$ cat config.mk
export PLATFORM = sky130hd
export DESIGN_NAME = sorted_max_priority_queue_flat
export DESIGN_NICKNAME = d
export VERILOG_FILES = /design/src/rtl/core/smpq_pkg.sv /design/src/rtl/core/smpq_if.sv /design/src/rtl/core/smpq_ctrl.sv /design/src/rtl/core/smpq_dp.sv /design/src/rtl/core/sorted_max_priority_queue.sv /design/src/flat_wrapper.sv
export VERILOG_INCLUDE_DIRS = /design/src /design/src/rtl/core
export SDC_FILE = /design/constraint.sdc
export NUM_CORES = 2
export LEC_CHECK = 0
export BUFFER_PORTS_ARGS = -buffer_cell sky130_fd_sc_hd__buf_2
export CORE_ASPECT_RATIO = 1.1
export CORE_UTILIZATION = 40
export DETAILED_ROUTE_END_ITERATION = 8
export PLACE_DENSITY = 0.53
export SYNTH_ARGS = -nofsm -noshare
export SYNTH_HDL_FRONTEND = slang
export SYNTH_SLANG_ARGS = --single-unit
$ cat constraint.sdc
create_clock -name clk -period 12.9 [get_ports clk]
set_input_delay 0.645 -clock clk [delete_from_list [all_inputs] [get_ports clk]]
set_output_delay 0.645 -clock clk [all_outputs]
set_load 0.1 [all_outputs]
$ cat src/rtl/core/sorted_max_priority_queue_macros.svh
// assertion macros used by the queue datapath
`ifndef SORTED_MAX_PRIORITY_QUEUE_MACROS_SVH
`define SORTED_MAX_PRIORITY_QUEUE_MACROS_SVH

// plain property checked on every rising clock edge outside reset
`define SMPQ_ASSERT(lbl, clk, rst, prop, msg) \
  lbl: assert property (@(posedge clk) disable iff (rst) (prop)) else $error(msg);

// same-cycle implication
`define SMPQ_ASSERT_IMP(lbl, clk, rst, ante, cons, msg) \
  lbl: assert property (@(posedge clk) disable iff (rst) (ante) |-> (cons)) \
    else $error(msg);

// next-cycle implication
`define SMPQ_ASSERT_NXT(lbl, clk, rst, ante, cons, msg) \
  lbl: assert property (@(posedge clk) disable iff (rst) (ante) |=> (cons)) \
    else $error(msg);

`endif

$ cat src/rtl/core/smpq_pkg.sv
package smpq_pkg;

  localparam int DEPTH       = 16;
  localparam int VALUE_WIDTH = 32;
  localparam int CNT_W       = $clog2(DEPTH + 1);

  typedef logic signed [VALUE_WIDTH-1:0] value_t;
  typedef logic [CNT_W-1:0]              count_t;

  // mode codes of an input word
  localparam logic MODE_INSERT = 1'b0;
  localparam logic MODE_REMOVE = 1'b1;

  // controller to datapath commands
  typedef struct packed {
    logic load;    // capture the accepted word and the compare flags
    logic commit;  // update the cells and load the result register
  } smpq_cmd_t;

endpackage

$ cat src/rtl/core/smpq_if.sv
// request channel
interface smpq_in_if;
  import smpq_pkg::*;

  logic   valid;
  logic   ready;
  logic   mode;
  value_t value;

  modport source (output valid, output mode, output value, input ready);
  modport sink   (input valid, input mode, input value, output ready);
endinterface

// result channel
interface smpq_out_if;
  import smpq_pkg::*;

  logic   valid;
  logic   ready;
  value_t top_value;
  logic   top_valid;
  count_t entry_count;
  logic   overflow;

  modport source (output valid, output top_value, output top_valid,
                  output entry_count, output overflow, input ready);
  modport sink   (input valid, input top_value, input top_valid,
                  input entry_count, input overflow, output ready);
endinterface

$ cat src/rtl/core/smpq_ctrl.sv
module smpq_ctrl (
  input  logic              clk,
  input  logic              rst,
  input  logic              in_valid,
  output logic              in_ready,
  output logic              out_valid,
  input  logic              out_ready,
  output smpq_pkg::smpq_cmd_t cmd
);
  import smpq_pkg::*;

  typedef enum logic {IDLE, UPDATE} state_t;

  state_t state;
  logic   commit;

  // a word is taken only between operations
  assign in_ready = (state == IDLE);

  // commit once the result register is free or draining
  assign commit = (state == UPDATE) && (!out_valid || out_ready);

  assign cmd.load   = in_valid && in_ready;
  assign cmd.commit = commit;

  // state and result valid flag
  always_ff @(posedge clk) begin
    if (rst) begin
      state     <= IDLE;
      out_valid <= 1'b0;
    end else begin
      unique case (state)
        IDLE: begin
          if (in_valid) begin
            state <= UPDATE;
          end
        end
        UPDATE: begin
          if (commit) begin
            state <= IDLE;
          end
        end
        default: state <= IDLE;
      endcase
      if (commit) begin
        out_valid <= 1'b1;
      end else if (out_ready) begin
        out_valid <= 1'b0;
      end
    end
  end

endmodule

$ cat src/rtl/core/smpq_dp.sv
`include "sorted_max_priority_queue_macros.svh"

module smpq_dp (
  input  logic                clk,
  input  logic                rst,
  input  smpq_pkg::smpq_cmd_t cmd,
  input  logic                in_mode,
  input  smpq_pkg::value_t    in_value,
  output smpq_pkg::value_t    top_value,
  output logic                top_valid,
  output smpq_pkg::count_t    entry_count,
  output logic                overflow
);
  import smpq_pkg::*;

  value_t             entries [DEPTH];
  value_t             entries_next [DEPTH];
  count_t             count;
  count_t             count_next;
  logic [DEPTH-1:0]   ge_q;
  logic               mode_q;
  value_t             val_q;
  logic               dropped;

  // next cell contents: parallel insert or shift toward the top
  always_comb begin
    for (int i = 0; i < DEPTH; i++) begin
      entries_next[i] = entries[i];
    end
    count_next = count;
    dropped    = 1'b0;
    if (mode_q == MODE_INSERT) begin
      if (count == CNT_W'(DEPTH)) begin
        dropped = 1'b1;
      end else begin
        // cells at or above an equal-or-larger entry hold, the first
        // smaller cell takes the new word, the rest move down one
        entries_next[0] = ge_q[0] ? entries[0] : val_q;
        for (int i = 1; i < DEPTH; i++) begin
          if (ge_q[i]) begin
            entries_next[i] = entries[i];
          end else if (ge_q[i-1]) begin
            entries_next[i] = val_q;
          end else begin
            entries_next[i] = entries[i-1];
          end
        end
        count_next = count + 1'b1;
      end
    end else if (count != '0) begin
      for (int i = 0; i < DEPTH - 1; i++) begin
        entries_next[i] = entries[i+1];
      end
      count_next = count - 1'b1;
    end
  end

  // occupancy
  always_ff @(posedge clk) begin
    if (rst) begin
      count <= '0;
    end else if (cmd.commit) begin
      count <= count_next;
    end
  end

  // captured word and per-cell compare flags
  always_ff @(posedge clk) begin
    if (cmd.load) begin
      mode_q <= in_mode;
      val_q  <= in_value;
      for (int i = 0; i < DEPTH; i++) begin
        ge_q[i] <= (CNT_W'(i) < count) && (entries[i] >= in_value);
      end
    end
  end

  // cells and result register
  always_ff @(posedge clk) begin
    if (cmd.commit) begin
      for (int i = 0; i < DEPTH; i++) begin
        entries[i] <= entries_next[i];
      end
      top_value   <= (count_next != '0) ? entries_next[0] : '0;
      top_valid   <= (count_next != '0);
      entry_count <= count_next;
      overflow    <= dropped;
    end
  end

  // checks
  `SMPQ_ASSERT(a_count_range, clk, rst, count <= CNT_W'(DEPTH), "occupancy above depth")
  `SMPQ_ASSERT_NXT(a_count_report, clk, rst, cmd.commit, entry_count == count,
                   "reported count differs from occupancy")
  `SMPQ_ASSERT_IMP(a_order, clk, rst, count >= CNT_W'(2), entries[0] >= entries[1],
                   "head cells out of order")
  `SMPQ_ASSERT_NXT(a_drop_full, clk, rst, cmd.commit && dropped,
                   entry_count == CNT_W'(DEPTH), "dropped insert while not full")
  `SMPQ_ASSERT_IMP(a_load_commit, clk, rst, cmd.load, !cmd.commit,
                   "capture and commit in one cycle")

endmodule

$ cat src/rtl/core/sorted_max_priority_queue.sv
// channel  | dir | payload
// ---------+-----+--------------------------------------------------
// in_ch    | in  | mode, value
// out_ch   | out | top_value, top_valid, entry_count, overflow
//
// the accept edge registers the word and one compare flag per cell; the
// commit edge, once the result register is free, moves all cells at once
// a full result register that is not taken holds the update step
// rst (synchronous, active high) empties the queue; cell contents are kept
// out_ch.ready low only delays the commit; no word is lost or repeated
module sorted_max_priority_queue (
  input  logic       clk,
  input  logic       rst,
  smpq_in_if.sink    in_ch,
  smpq_out_if.source out_ch
);
  import smpq_pkg::*;

  smpq_cmd_t cmd;

  // sequencer
  smpq_ctrl u_ctrl (
    .clk       (clk),
    .rst       (rst),
    .in_valid  (in_ch.valid),
    .in_ready  (in_ch.ready),
    .out_valid (out_ch.valid),
    .out_ready (out_ch.ready),
    .cmd       (cmd)
  );

  // sorted cells and result register
  smpq_dp u_dp (
    .clk         (clk),
    .rst         (rst),
    .cmd         (cmd),
    .in_mode     (in_ch.mode),
    .in_value    (in_ch.value),
    .top_value   (out_ch.top_value),
    .top_valid   (out_ch.top_valid),
    .entry_count (out_ch.entry_count),
    .overflow    (out_ch.overflow)
  );

endmodule

$ cat src/flat_wrapper.sv
// flat-port wrapper written by rule: the top's interface ports become plain ports
module sorted_max_priority_queue_flat import smpq_pkg::*;
  (clk, rst, in_ch_valid, in_ch_mode, in_ch_value, in_ch_ready, out_ch_valid, out_ch_top_value, out_ch_top_valid, out_ch_entry_count, out_ch_overflow, out_ch_ready);
  smpq_in_if in_ch_i ();
  smpq_out_if out_ch_i ();
  input  logic clk;
  input  logic rst;
  input wire logic [$bits(in_ch_i.valid)-1:0] in_ch_valid;
  input wire logic [$bits(in_ch_i.mode)-1:0] in_ch_mode;
  input wire logic [$bits(in_ch_i.value)-1:0] in_ch_value;
  output wire logic [$bits(in_ch_i.ready)-1:0] in_ch_ready;
  output wire logic [$bits(out_ch_i.valid)-1:0] out_ch_valid;
  output wire logic [$bits(out_ch_i.top_value)-1:0] out_ch_top_value;
  output wire logic [$bits(out_ch_i.top_valid)-1:0] out_ch_top_valid;
  output wire logic [$bits(out_ch_i.entry_count)-1:0] out_ch_entry_count;
  output wire logic [$bits(out_ch_i.overflow)-1:0] out_ch_overflow;
  input wire logic [$bits(out_ch_i.ready)-1:0] out_ch_ready;
  assign in_ch_i.valid = in_ch_valid;
  assign in_ch_i.mode = in_ch_mode;
  assign in_ch_i.value = in_ch_value;
  assign in_ch_ready = in_ch_i.ready;
  assign out_ch_valid = out_ch_i.valid;
  assign out_ch_top_value = out_ch_i.top_value;
  assign out_ch_top_valid = out_ch_i.top_valid;
  assign out_ch_entry_count = out_ch_i.entry_count;
  assign out_ch_overflow = out_ch_i.overflow;
  assign out_ch_i.ready = out_ch_ready;
  sorted_max_priority_queue u_core (.clk(clk), .rst(rst), .in_ch(in_ch_i), .out_ch(out_ch_i));
endmodule
* Yosys cells after proc, flatten, opt, wreduce, memory -nomap -nowiden
Memory sizes are Yosys's and may differ from the RTL's.
Cells that the tools add are included.
** Operators by class
- Equal/unequal tests :: 1
- Mux-type cells :: 46
- Reductions and logical operators :: 23
- Add/sub/neg operators :: 2
- Bitwise gates (word level) :: 1
- Magnitude comparators :: 32
** Operator list (count)
- $mux 32 :: 32
- $mux 480 :: 2
- $ge 32x32->1 :: 16
- $mux 512 :: 1
- $lt 4x5->1 const A :: 8
- $lt 3x5->1 const A :: 4
- $logic_and 1x1->1 :: 18
- $mux 5 :: 3
- $lt 1x5->1 const A :: 2
- $lt 2x5->1 const A :: 2
- $reduce_bool 5->1 :: 2
- $mux 1 :: 7
- $add 5x1->5 const B :: 1
- $eq 5x5->1 const B :: 1
- $sub 5x1->5 const B :: 1
- $pmux 1 s2 :: 1
- $reduce_bool 2->1 :: 1
- $logic_not 1->1 :: 1
- $logic_or 1x1->1 :: 1
- $not 1->1 :: 1
** Storage, ports and cells
- Register bits after elaboration :: 95
- Output and inout port bits :: 41
- RAM bits :: 512
- Word-level logic and storage cells :: 116
- Memories :: 1
- Bits of input ports :: 37
** Memories
- u_core.u_dp.entries :: depth 16, width 32, read ports 16, clocked after memory_dff 0, wr ports 16, RTL line smpq_dp.sv:16 : value_t entries [DEPTH];

* Longest topological paths before layout
- Word-level depth :: 5
- Gate-level depth with buffers :: 12
- Mapped depth without buffers :: 8

* Modules after synthesis
From an unflattened synthesis, not the netlist that was laid out.
** Unflattened totals
- Cell total of the unflattened synthesis :: 3835
- Area total of the unflattened synthesis :: 40775.4 µm²
** Modules (own cells, without submodules)
- smpq_dp :: area each 40680.3 µm², sequential area each 18117.4 µm², instances 1, cells an instance 3825
- smpq_ctrl :: area each 95.1 µm², sequential area each 40.0 µm², instances 1, cells an instance 10

* Least setup slack after synthesis
Ideal clock, no wire load.
- Kind :: flip-flop to flip-flop
- From :: register u_core.u_ctrl.out_valid
- To :: memory u_core.u_dp.entries[1][224] (netlist name) (enable)
- Stages on the path, launching flop included :: 5
- Library setup time :: 0.468 ns
- Required time :: 12.432 ns
- Setup slack :: 6.801 ns
- Period minus slack after synthesis :: 6.099 ns
- Path buffers :: 1
- Data arrival time :: 5.632 ns
- Path through :: dfxtp_1 nand2b_1 and2_1 clkbuf_1 nor3b_1
** RTL lines
- from (decl) :: RTL line smpq_ctrl.sv:6 : output logic out_valid,
- from (signal assigned) :: RTL line smpq_ctrl.sv:30 : out_valid <= 1'b0;
- from (signal assigned) :: RTL line smpq_ctrl.sv:46 : out_valid <= 1'b1;
- from (signal assigned) :: RTL line smpq_ctrl.sv:48 : out_valid <= 1'b0;
- to (decl) :: RTL line smpq_dp.sv:16

==> impl_metrics.csv <==
group,metric,value,unit
power_and_ir_drop,internal_power,0.003909,W
cts,clk_latency,0.64,ns
synth,yosys-top-cells-area,"edfxtp_1, ha_1, mux2i_1, o21ai_0, nand2_1",
global_route,grt_pass1_wl,180100,µm
cells_and_area,fin_cells,5154,
power_and_ir_drop,combinationalPowerShare,0.201,
placed_design,dp_cells,5026,
global_route,antenna_found_initial,3,
timing,max_slew_margin,0.06617,
power_and_ir_drop,switching_share,0.3094,
global_route,grt_use_total,0.2258,
synth,syn_area_per_cell,10.73,µm²
routing,drc,0,
routing,drt-pass1-iter-count,5,
timing,finClkSkew,0.02786,ns
setup_path,timing.critical_path.buf_inv,3,
cells_and_area,area_growth,10.06,%
cts,cts_tree,"done",
synth,synth_seq_area_share,0.4454,
routing,vias_per_cell,5.742,
cts,path_clk_slew,0.06,ns
setup_path,crit_path_max_incr_delay,0.92,ns
die,dieArea,0.1032,mm²
synth,syn_area,0.04077,mm²
cts,htree_levels,3,
flow_run,max_cap_viol_count,0,
setup_path,cpLargestDelayFamily,"buffers and inverters",
setup_path,path_common_cell,"buf_4",
placed_design,portBuffers,77,
cts,cts_root_buf,"clkbuf_16",
routing,vias,29590,
cts,cts_buffer_depth,3,
setup_path,end_kind,"flop",
cts,post_cts_buffers,0,
routing,drtIter0Drc,1825,
cells_and_area,stdcell_area,0.04487,mm²
timing,post-route-period-util,0.3280,
power_and_ir_drop,p_sw,0.001752,W
synth,synth-edff-count,600,
cts,cts_buffers,74,
min_path,holdCritPathClass,"input pin to flop",
placed_design,placed_area,0.04264,mm²
power_and_ir_drop,pwr-share-seq,0.444,
power_and_ir_drop,pwr-share-clk,0.355,
timing,rsz0062_at_grt,"false",
global_route,first_global_vias,29610,
power_and_ir_drop,pwr_density_cell,126.2,mW/mm²
setup_path,cp_data_required_time,13.22,ns
synth,synth_top_area_cell,"edfxtp_1",
power_and_ir_drop,p_leak,17.56,nW
placed_design,gp_congestion,0.8399,
die,die_y,336.8,µm
timing,tightest_slew,1.386,ns
cells_and_area,fin_nets,4352,
cts,post_cts_resized,0,
synth,ys_ff_latch,607,
routing,drtAntennaViolNets,0,
cells_and_area,diodes,0,
die,initial_core_util,0.4046,
synth,syn_nets,4351,
cts,holdBufCountCts,0,
setup_path,path_class,"flop to flop",
power_and_ir_drop,peakVddDrop,92.01,µV
run_status,outcome,"completed",
cells_and_area,layout-drive-gt1-share,0.07840,
power_and_ir_drop,finalPower,0.005661,W
setup_path,crit_chain,"inv_1 -> ha_1 -> and4bb_2 -> or2_4 -> buf_4 -> buf_4 -> o21ai_0",
routing,wl,118500,µm
timing,fmax,0.2363,GHz
timing,hold_viol_final,0,
timing,period_minus_slack,4.232,ns
setup_path,cp_data_arrival_time,4.55,ns
synth,ys.flop_type,"edfxtp_1",
synth,synth_cell_types,67,
global_route,grt.overflow.total,0,
die,num_rows,122,
cts,cts.sinks,607,
cells_and_area,fillerInstances,9644,
die,fp.dieW,306.4,µm
die,core_area,0.1007,mm²
die,ios,78,
synth,synth_cells,3799,
synth,ys_async_sr_fraction,0,
synth,yosys.area.top_type_share,0.4420,
timing,maxSlewViolCount,0,
setup_path,crit_fanout,105,
cells_and_area,multiInputGateArea,0.02169,mm²
timing,tns,0,ns
synth,ys.warnings.count,0,
global_route,grt_max_degree,209,
routing,wl_per_cell,22.99,µm
setup_path,worstSetupStartpointType,"flop",
cells_and_area,seq_area,0.01816,mm²
placed_design,dp_hpwl,86890,µm
setup_path,crit_slowest_cell,"buf_4",
timing,setup_viol,0,
## synth_stat cells (8+ instances only)
master / number
nand3_1: 56
nand2b_1: 13
o21ai_0: 494
buf_2: 14
a22oi_1: 8
ha_1: 515
nor3_1: 22
a221o_1: 20
nor2b_1: 47
buf_1: 11
edfxtp_1: 600
nor2_1: 66
inv_1: 65
mux2i_1: 547
nand4_1: 101
clkbuf_1: 187
a211oi_1: 21
mux2_2: 31
a21oi_1: 215
nor4_1: 18
a21o_1: 48
o22ai_1: 16
o211ai_1: 20
nand2_1: 547
## cell families after synthesis
family,Yosys count,share of synthesized area
flip-flops,607,0.4454
XOR/XNOR,4,0.0008596
adder cells (fa/ha/maj),515,0.1581
AND/OR/NAND/NOR,907,0.1004
multiplexers,578,0.1429
AO/OA/AOI/OAI,903,0.1252
buffers and inverters,285,0.02722
## cells in the final DEF (no fill, tap or decap), types with 65 or more instances in the layout
cell type / synthesis / layout
a21oi_1: 215 / 201
buf_2: 14 / 77
clkbuf_16: 0 / 77
edfxtp_1: 600 / 600
ha_1: 515 / 515
inv_1: 65 / 65
mux2i_1: 547 / 547
nand2_1: 547 / 547
nand4_1: 101 / 101
o21ai_0: 494 / 494
## area by class of cell
type | count | area share
Clock buffer | 92 | 0.04420
Clock inverter | 36 | 0.005438
Multi-Input combinational cell | 2907 | 0.4835
Sequential cell | 607 | 0.4047
Tap cell | 1302 | 0.03631
Inverter | 67 | 0.005605
Timing Repair Buffer | 143 | 0.02019
## state kept, by name, summed over array words and instances (netlist names), 5 cells and up
signal	count
u_core.u_dp.entries	512
u_core.u_dp.top_value	32
u_core.u_dp.val_q	32
u_core.u_dp.ge_q	16
u_core.u_dp.count	5
u_core.u_dp.entry_count	5
## final timing paths
check                           slack [ns]  cells past startpoint                    start                           to
worst min register to register        0.50                      2  u_core.u_ctrl.out_valid      u_core.u_ctrl.out_valid
worst max register to register        8.67                      7     u_core.u_dp.count[0]  u_core.u_dp.entries[1][181]
worst min-delay path                  0.20                      1          in_ch_value[11]        u_core.u_dp.val_q[11]
worst max-delay path                  8.67                      7     u_core.u_dp.count[0]  u_core.u_dp.entries[1][181]
## layer usage
metal  part of all wire  wire, µm  global-route usage  vias up
met2               0.47     55150              0.3747      516
met3              0.033      3957             0.02307      138
met5            0.00011        13                   0        -
met4              0.028      3298             0.07330        2
li1                   -         -                   -    14450
met1               0.47     56060              0.3085    14490
## power by group through the flow
stage | sequential (W) | clock (W) | combinational [W]
global placement | 0.00255 | 0 | 0.00112
finish | 0.00251 | 0.00201 | 0.00114
CTS | 0.00251 | 0.00206 | 0.00115
detailed placement | 0.00255 | 0 | 0.00114
floorplan | 0.00258 | 0 | 0.000747
global route | 0.00253 | 0.00211 | 0.00126
## metrics by stage
step                  util  setup WS, ns  hold slack (ns)
finish              0.4453         8.668           0.2006
floorplan                -         6.801           0.4893
global placement    0.4232         8.856           0.4918
global route        0.4453         8.394           0.1875
CTS                 0.4453         8.756           0.1569
detailed placement  0.4232         8.781           0.4957
(Power assumes the default switching activity.)
